<file path="src/rtl/sprd_pkg.sv">
// Shared types and constants for the sign pattern run detector.
// No dependencies; imported by sign_pattern_run_detector_top.
`default_nettype none

package sprd_pkg;

    localparam int SAMPLE_W  = 16;
    localparam int CMD_W     = 3;
    localparam int VERDICT_W = 2;
    localparam int LIMIT_W   = 16;
    localparam int RUN_W     = 17;
    localparam int COUNT_W   = 4;
    localparam int SHIFT_W   = 16;
    localparam int CFG_IDX_W = 1;
    localparam int CFG_DATA_W = 16;

    typedef enum logic [CMD_W-1:0] {
        CMD_RESTART        = 3'd0,
        CMD_SIX_PRESENT    = 3'd1,
        CMD_SIX_ABSENT     = 3'd2,
        CMD_TWELVE_PRESENT = 3'd3,
        CMD_TWELVE_ABSENT  = 3'd4
    } cmd_t;

    typedef enum logic [CFG_IDX_W-1:0] {
        CFG_PRESENT_SAMPLES = 1'b0,
        CFG_ABSENT_SAMPLES  = 1'b1
    } cfg_idx_t;

    // group sizes in samples
    localparam logic [COUNT_W:0] GROUP_SIX    = 5'd6;
    localparam logic [COUNT_W:0] GROUP_TWELVE = 5'd12;
    localparam logic [COUNT_W-1:0] COUNT_MAX  = 4'd15;

    localparam logic [RUN_W-1:0] RUN_MAX = 17'h1FFFF;

    // sign patterns, newest sign in bit 0
    localparam logic [SHIFT_W-1:0] PAT_SIX_POS    = 16'h0038;
    localparam logic [SHIFT_W-1:0] PAT_SIX_NEG    = 16'h0007;
    localparam logic [SHIFT_W-1:0] PAT_TWELVE_POS = 16'h0CCC;
    localparam logic [SHIFT_W-1:0] PAT_TWELVE_NEG = 16'h0333;

    localparam logic [VERDICT_W-1:0] VERDICT_NONE    = 2'b00;
    localparam logic [VERDICT_W-1:0] VERDICT_PRESENT = 2'b01;
    localparam logic [VERDICT_W-1:0] VERDICT_ABSENT  = 2'b11;

    // reciprocal of 6 scaled by 2^18; exact floor for any 16-bit value
    localparam logic [16:0] RECIP_SIX = 17'd43691;
    localparam int RECIP_SHIFT = 18;

endpackage

`default_nettype wire

</file>
<file path="src/rtl/sign_pattern_run_detector_top.sv">
// Sign pattern run detector: input register, group/run update, result register.
// Depends on sprd_pkg.
//
//  channel | signals                            | beat accepted when
//  --------+------------------------------------+---------------------------
//  in      | in_valid, in_ready, command, sample| in_valid && in_ready
//  out     | out_valid, out_ready, verdict      | out_valid && out_ready
//  cfg     | cfg_wr_en, cfg_index, cfg_data     | cfg_wr_en (no stall)
//
// One beat per cycle sustained while the out channel is not stalled; each beat passes
// through the input register, then the result register. All detector state updates
// happen as a beat moves from the input register into the result register.
// Reset clears the valid bits, counters, sign register, polarity and limits.
// A stalled out channel holds the result; in_ready drops only when both
// registers are full.
`default_nettype none

module sign_pattern_run_detector_top
(
    input  wire logic                                clk,
    input  wire logic                                rst_n,
    input  wire logic                                in_valid,
    output logic                                     in_ready,
    input  wire logic [sprd_pkg::CMD_W-1:0]          command,
    input  wire logic signed [sprd_pkg::SAMPLE_W-1:0] sample,
    output logic                                     out_valid,
    input  wire logic                                out_ready,
    output logic signed [sprd_pkg::VERDICT_W-1:0]    verdict,
    input  wire logic                                cfg_wr_en,
    input  wire logic [sprd_pkg::CFG_IDX_W-1:0]      cfg_index,
    input  wire logic [sprd_pkg::CFG_DATA_W-1:0]     cfg_data
);
    import sprd_pkg::*;

    // configured counts, kept already rounded down to multiples of 6 and 12
    logic [LIMIT_W-1:0] present6_reg, present12_reg, absent6_reg, absent12_reg;

    logic [32:0]        recip_prod;
    logic [14:0]        q6;
    logic [13:0]        q12;
    logic [LIMIT_W-1:0] round6, round12;

    assign recip_prod = {1'b0, cfg_data} * {16'b0, RECIP_SIX};
    assign q6         = recip_prod[32:RECIP_SHIFT];
    assign q12        = q6[14:1];
    assign round6     = LIMIT_W'({q6, 2'b00} + {1'b0, q6, 1'b0});
    assign round12    = LIMIT_W'({q12, 3'b000} + {1'b0, q12, 2'b00});

    always_ff @(posedge clk or negedge rst_n)
    begin
        if (!rst_n)
        begin
            present6_reg  <= '0;
            present12_reg <= '0;
            absent6_reg   <= '0;
            absent12_reg  <= '0;
        end
        else if (cfg_wr_en)
        begin
            case (cfg_index)
                CFG_PRESENT_SAMPLES:
                begin
                    present6_reg  <= round6;
                    present12_reg <= round12;
                end
                CFG_ABSENT_SAMPLES:
                begin
                    absent6_reg  <= round6;
                    absent12_reg <= round12;
                end
                default:
                begin
                    present6_reg <= present6_reg;
                end
            endcase
        end
    end

    // pipeline handshake
    logic                       s1_valid_reg;
    logic [CMD_W-1:0]           s1_command_reg;
    logic                       s1_positive_reg;
    logic                       out_valid_reg;
    logic [VERDICT_W-1:0]       verdict_reg, verdict_next;
    logic                       s2_free;
    logic                       advance;

    assign s2_free   = !out_valid_reg || out_ready;
    assign advance   = s1_valid_reg && s2_free;
    assign in_ready  = !s1_valid_reg || s2_free;
    assign out_valid = out_valid_reg;
    assign verdict   = verdict_reg;

    always_ff @(posedge clk or negedge rst_n)
    begin
        if (!rst_n)
        begin
            s1_valid_reg  <= 1'b0;
            out_valid_reg <= 1'b0;
        end
        else
        begin
            if (in_ready)
                s1_valid_reg <= in_valid;
            if (s2_free)
                out_valid_reg <= s1_valid_reg;
        end
    end

    always_ff @(posedge clk)
    begin
        if (in_valid && in_ready)
        begin
            s1_command_reg  <= command;
            s1_positive_reg <= !sample[SAMPLE_W-1] && (sample != '0);
        end
        if (advance)
            verdict_reg <= verdict_next;
    end

    // detector state
    logic [COUNT_W-1:0] group_count_reg, group_count_next;
    logic [SHIFT_W-1:0] sign_shift_reg, sign_shift_next;
    logic [RUN_W-1:0]   positive_run_reg, positive_run_next;
    logic [RUN_W-1:0]   negative_run_reg, negative_run_next;
    logic [RUN_W-1:0]   absent_run_reg, absent_run_next;
    logic               polarity_neg_reg, polarity_neg_next;
    logic [LIMIT_W-1:0] limits_reg [4];
    logic [LIMIT_W-1:0] limits_next [4];

    logic [SHIFT_W-1:0] shifted;
    logic [COUNT_W:0]   count_inc;
    logic [COUNT_W:0]   step;
    logic [RUN_W-1:0]   step_run;
    logic               twelve;
    logic               is_detect;
    logic [SHIFT_W-1:0] pat_pos, pat_neg, pat_absent;
    logic [LIMIT_W-1:0] lim_present, lim_absent;
    logic [RUN_W:0]     pos_sum, neg_sum, abs_sum;
    logic [RUN_W-1:0]   pos_adv, neg_adv, abs_adv;

    assign twelve    = (s1_command_reg == CMD_TWELVE_PRESENT)
                    || (s1_command_reg == CMD_TWELVE_ABSENT);
    assign is_detect = (s1_command_reg == CMD_SIX_PRESENT)
                    || (s1_command_reg == CMD_SIX_ABSENT) || twelve;
    assign step      = twelve ? GROUP_TWELVE : GROUP_SIX;
    assign step_run  = RUN_W'(step);
    assign shifted   = {sign_shift_reg[SHIFT_W-2:0], s1_positive_reg};
    assign count_inc = {1'b0, group_count_reg} + 1'b1;

    assign pat_pos     = twelve ? PAT_TWELVE_POS : PAT_SIX_POS;
    assign pat_neg     = twelve ? PAT_TWELVE_NEG : PAT_SIX_NEG;
    assign pat_absent  = polarity_neg_reg ? pat_pos : pat_neg;
    assign lim_present = twelve ? limits_reg[2] : limits_reg[0];
    assign lim_absent  = twelve ? limits_reg[3] : limits_reg[1];

    // saturating run advance
    assign pos_sum = {1'b0, positive_run_reg} + {1'b0, step_run};
    assign neg_sum = {1'b0, negative_run_reg} + {1'b0, step_run};
    assign abs_sum = {1'b0, absent_run_reg} + {1'b0, step_run};
    assign pos_adv = pos_sum[RUN_W] ? RUN_MAX : pos_sum[RUN_W-1:0];
    assign neg_adv = neg_sum[RUN_W] ? RUN_MAX : neg_sum[RUN_W-1:0];
    assign abs_adv = abs_sum[RUN_W] ? RUN_MAX : abs_sum[RUN_W-1:0];

    always_comb
    begin
        group_count_next  = group_count_reg;
        sign_shift_next   = sign_shift_reg;
        positive_run_next = positive_run_reg;
        negative_run_next = negative_run_reg;
        absent_run_next   = absent_run_reg;
        polarity_neg_next = polarity_neg_reg;
        limits_next       = limits_reg;
        verdict_next      = VERDICT_NONE;

        if (s1_command_reg == CMD_RESTART)
        begin
            group_count_next  = '0;
            sign_shift_next   = '0;
            positive_run_next = '0;
            negative_run_next = '0;
            absent_run_next   = '0;
            polarity_neg_next = 1'b0;
            limits_next[0]    = present6_reg;
            limits_next[1]    = absent6_reg;
            limits_next[2]    = present12_reg;
            limits_next[3]    = absent12_reg;
        end
        else if (is_detect)
        begin
            if (count_inc != step)
            begin
                sign_shift_next  = shifted;
                group_count_next = count_inc[COUNT_W] ? COUNT_MAX : count_inc[COUNT_W-1:0];
            end
            else
            begin
                // group complete: match, update run, then clear for next group
                group_count_next = '0;
                sign_shift_next  = '0;
                case (s1_command_reg)
                    CMD_SIX_PRESENT, CMD_TWELVE_PRESENT:
                    begin
                        if (shifted == pat_pos)
                        begin
                            negative_run_next = '0;
                            positive_run_next = pos_adv;
                            if (pos_adv == {1'b0, lim_present})
                            begin
                                polarity_neg_next = 1'b0;
                                verdict_next      = VERDICT_PRESENT;
                            end
                        end
                        else if (shifted == pat_neg)
                        begin
                            positive_run_next = '0;
                            negative_run_next = neg_adv;
                            if (neg_adv == {1'b0, lim_present})
                            begin
                                polarity_neg_next = 1'b1;
                                verdict_next      = VERDICT_PRESENT;
                            end
                        end
                        else
                        begin
                            positive_run_next = '0;
                            negative_run_next = '0;
                        end
                    end
                    CMD_SIX_ABSENT, CMD_TWELVE_ABSENT:
                    begin
                        if (shifted == pat_absent)
                        begin
                            absent_run_next = abs_adv;
                            if (abs_adv == {1'b0, lim_absent})
                                verdict_next = VERDICT_ABSENT;
                        end
                        else
                        begin
                            absent_run_next = '0;
                        end
                    end
                    default:
                    begin
                        verdict_next = VERDICT_NONE;
                    end
                endcase
            end
        end
    end

    always_ff @(posedge clk or negedge rst_n)
    begin
        if (!rst_n)
        begin
            group_count_reg  <= '0;
            sign_shift_reg   <= '0;
            positive_run_reg <= '0;
            negative_run_reg <= '0;
            absent_run_reg   <= '0;
            polarity_neg_reg <= 1'b0;
            for (int i = 0; i < 4; i++)
                limits_reg[i] <= '0;
        end
        else if (advance)
        begin
            group_count_reg  <= group_count_next;
            sign_shift_reg   <= sign_shift_next;
            positive_run_reg <= positive_run_next;
            negative_run_reg <= negative_run_next;
            absent_run_reg   <= absent_run_next;
            polarity_neg_reg <= polarity_neg_next;
            limits_reg       <= limits_next;
        end
    end

    // checks
    assert property (@(posedge clk) disable iff (!rst_n)
        out_valid_reg |-> (verdict_reg != 2'b10))
        else $error("verdict outside -1..1");

    assert property (@(posedge clk) disable iff (!rst_n)
        !((positive_run_reg != '0) && (negative_run_reg != '0)))
        else $error("positive and negative runs both active");

    assert property (@(posedge clk) disable iff (!rst_n)
        (advance && (s1_command_reg == CMD_RESTART)) |=>
            (positive_run_reg == '0) && (absent_run_reg == '0)
            && !polarity_neg_reg && (group_count_reg == '0))
        else $error("restart did not clear detector state");

    assert property (@(posedge clk) disable iff (!rst_n)
        !out_valid_reg |-> in_ready)
        else $error("input stalled with empty result register");

    assert property (@(posedge clk) disable iff (!rst_n)
        (out_valid_reg && !out_ready) |=> out_valid_reg && $stable(verdict_reg))
        else $error("stalled result changed");

endmodule

`default_nettype wire
</file>
<file path="config.mk">
export PLATFORM = sky130hd
export DESIGN_NAME = sign_pattern_run_detector_top
export DESIGN_NICKNAME = d
export VERILOG_FILES = /design/src/rtl/sprd_pkg.sv /design/src/rtl/sign_pattern_run_detector_top.sv
export SDC_FILE = /design/constraint.sdc
export NUM_CORES = 1
export LEC_CHECK = 0
export ABC_AREA = 1
export BUFFER_PORTS_ARGS = -buffer_cell sky130_fd_sc_hd__buf_2
export CAP_MARGIN = 10
export CORE_MARGIN = 2
export CORE_UTILIZATION = 45
export CTS_CLUSTER_SIZE = 12
export DETAILED_ROUTE_END_ITERATION = 6
export GPL_ROUTABILITY_DRIVEN = 0
export HOLD_SLACK_MARGIN = 0.06
export PLACE_DENSITY = 0.63
export SLEW_MARGIN = 20
export SYNTH_ARGS = -nofsm -noshare
export SYNTH_HDL_FRONTEND = slang
export SYNTH_SLANG_ARGS = --single-unit
</file>
<file path="constraint.sdc">
create_clock -name clk -period 6.95 [get_ports clk]
set_input_delay 1.39 -clock clk [delete_from_list [all_inputs] [get_ports clk]]
set_output_delay 1.39 -clock clk [all_outputs]
set_load 0.01 [all_outputs]
</file>
==> flow_summary.ini <==
[run_status]
outcome = completed

[routing]
postRouteAntennaNets = 0
dr.pass1.iters = 5
drt_iter0_drc = 677
wl_per_cell_um = 14.6
viasPerCell = 5.08
drt-total-wl_um = 40000
via_count = 13900
drc = 0

[global_routing]
grt_max_degree = 97
grt_pass1_wl_um = 67500
antenna_found_initial = 0
grtUsageTotal_pct = 21.9
overflow = 0
grt_pass1_vias = 13800

[sta]
hold_viol = 0
finalCritPeriodShare_pct = 96.4
clock.fmax_mhz = 149
slew_viol_final = 0
fin_worst_skew_ns = 0.00701
fin_crit_ns = 6.70
tightest_slew_ns = 0.998
max_slew_margin_pct = 33.5
setup_viol = 0

[cts]
cts_tree = built
clkSlewWorstSetupHoldPaths_ns = 0.07
cts_inserted_buffers = 17
clk_latency_ns = 0.44
cts.sinks = 195
hold_buffers = 0
cts-htree-levels = 4
clockRootBuffer = clkbuf_16
clockBufferDepth = 2

[logic_synthesis]
synth_nets = 2359
synthTopCellsByArea = dfrtp_1 (29%), nand2_1 (12%), ha_1 (12%)
avgSynthCellArea_um2 = 7.74
synth_area_um2 = 16200
ys_ff_latch = 195
yosys.area.top_type_share_pct = 29.2
ys_seq_area_share_pct = 30.3
synthCells = 2090
ys_types = 57
yosysWarnings = 0
synth_top_cell_by_area = dfrtp_1

[floorplanning]
fp-row-count = 69
io_pins = 45
die-area_um2 = 37500
start_util_pct = 45.6
die_h_um = 194
die_x_um = 194
core_area_um2 = 35500

[place]
placed_cells_incl_taps = 2701
hpwl_um = 31700
port_buffers = 44

[worst_setup_path]
cp_num_cells = 28
critical_path.max_fanout = 3
crit_top_cell = inv_1
cp_slowest_cell = fa_1
crit_path_end = present6_reg[9]
r2r_end = verdict[0]
reg2reg_slack_ns = 2.77
path_buf_inv = 10
cp-end-kind = flop
cp-startpoint = cfg_data[12]
worst-r2r-cell-count = 20
cp_top_family = adder cells
crit_required_ns = 7.24
cp-start-kind = input pin
critPathArrivalTime_ns = 6.99
max_stage_delay_ns = 0.54
criticalPathCategory = input pin to flop
r2r-start = s1_command_reg[0]

[cells_and_area]
areaGrowthSynthToFinish_pct = 17.6
finalCoreUtilization_pct = 53.6
instances_no_fill = 2734
seqCellArea_um2 = 4910
layout-drive-gt1-share_pct = 16.0
fillers = 3345
antenna_cells = 0
nNetsFinal = 2529
largest_register_ffs = 58
multi_input_area_um2 = 10100

[flow_run]
drv_cap = 0

[worst_hold_path]
hp-class = flop to flop
## what timing repair did
| item | in CTS | in global routing |
|---|---|---|
| resized for setup | 2 | 84 |
| setup endpoints to repair | 2 | 43 |
| pin swaps | 1 | 24 |
| buffers inserted | 0 | 1 |
## worst register-to-register path, stage by stage (launching register included)
cell	delay [ns]
edfxtp_1	0.42
nor2_1	0.12
inv_1	0.06
nand2_1	0.12
nand2_2	0.34
inv_2	0.30
buf_4	0.46
ha_1	0.30
nand2_1	0.07
o21ai_2	0.18
nand3_1	0.11
nor2_2	0.19
nand4_2	0.37
inv_1	0.22
or2_2	0.15
xnor2_1	0.07
a211oi_1	0.19
nand2_1	0.07
nor2_1	0.09
nand2_1	0.13
nand2_1	0.09
## metal layers
layer	vias up	global-route usage, %	wire length (um)
li1	7003	-	-
met1	6589	29.2	18600
met2	232	37.6	19600
met3	66	1.93	851
met4	0	6.93	1020
met5	-	0	0
## kinds of logic (layout without fill, tap and decap cells)
logic type	count (synthesis)	after routing	synth area share, %
AND/OR/NAND/NOR	853	853	22.6
XOR/XNOR	71	71	3.84
buffers and inverters	452	635	10.7
multiplexers	23	23	1.58
AO/OA/AOI/OAI	268	268	9.61
adder cells (fa/ha/maj)	228	228	21.3
flip-flops	195	195	30.3
## final cells by class
class	instances	share of cell area [%]
Clock inverter	15	0.756
Tap cell	461	3.03
Multi-Input combinational cell	1443	53.0
Inverter	411	8.11
Clock buffer	17	2.24
Sequential cell	195	25.8
Timing Repair Buffer	192	7.06
## worst min path at each step
stage                             end  cells past startpoint         startpoint  slack (ns)
global route         present6_reg[12]                      2   present6_reg[12]        0.50
global placement    present12_reg[13]                      2  present12_reg[13]        0.46
detailed placement    absent6_reg[12]                      2    absent6_reg[12]        0.47
finish                absent6_reg[13]                      2    absent6_reg[13]        0.49
floorplan            absent12_reg[13]                      2   absent12_reg[13]        0.45
CTS                   absent6_reg[12]                      2    absent6_reg[12]        0.49
## through the flow
| step | area [um2] | TNS (ns) | worst slack, ns | hold WS, ns |
|---|---|---|---|---|
| 6_report | 19000 | 0 | 0.250 | 0.487 |
| 5_1_grt | 19000 | -0.180 | -0.0399 | 0.503 |
| 4_1_cts | 18500 | 0 | 0.0350 | 0.486 |
| 3_5_place_dp | 17900 | -14.05 | -0.480 | 0.467 |
| 3_3_place_gp | 17900 | -11.93 | -0.401 | 0.463 |
| 2_1_floorplan | 16200 | 0 | 0.0157 | 0.445 |
## Yosys cell counts, drive strengths merged
cell type	n
a211oi	1
a21boi	2
a21o	4
a21oi	57
a22o	1
a22oi	1
a31oi	4
a32o	15
a41oi	1
and2	2
and3	2
buf	18
clkbuf	23
clkinv	3
dfrtp	189
edfxtp	6
fa	79
ha	149
inv	408
mux2	20
mux2i	3
nand2	524
nand3	115
nand3b	3
nand4	32
nor2	130
nor3	29
nor3b	3
nor4	9
o211a	1
o211ai	2
o21a	1
o21ai	136
o21bai	4
o221a	1
o22ai	36
o31ai	1
or2	4
xnor2	17
xor2	54
## cell usage in the layout, fill, tap and decap left out, types with 11 or more instances in the layout
master     instances
ha_1             123
mux2_2            20
nor2_2            14
clkbuf_16         17
inv_1            403
buf_4            148
ha_4              23
o21ai_1           13
a32o_1            15
a21oi_2           11
a21oi_1           45
buf_2             42
xor2_1            49
fa_1              75
nand2_2           19
o21ai_0          119
nor2_1           111
nand4_1           29
xnor2_1           15
o22ai_1           36
dfrtp_1          189
nand3_1          109
nor3_1            28
nand2_1          499
Power is left out: the tool's default activity adds up to more than one toggle a clock period on the data nets, which glitch-free logic cannot reach.
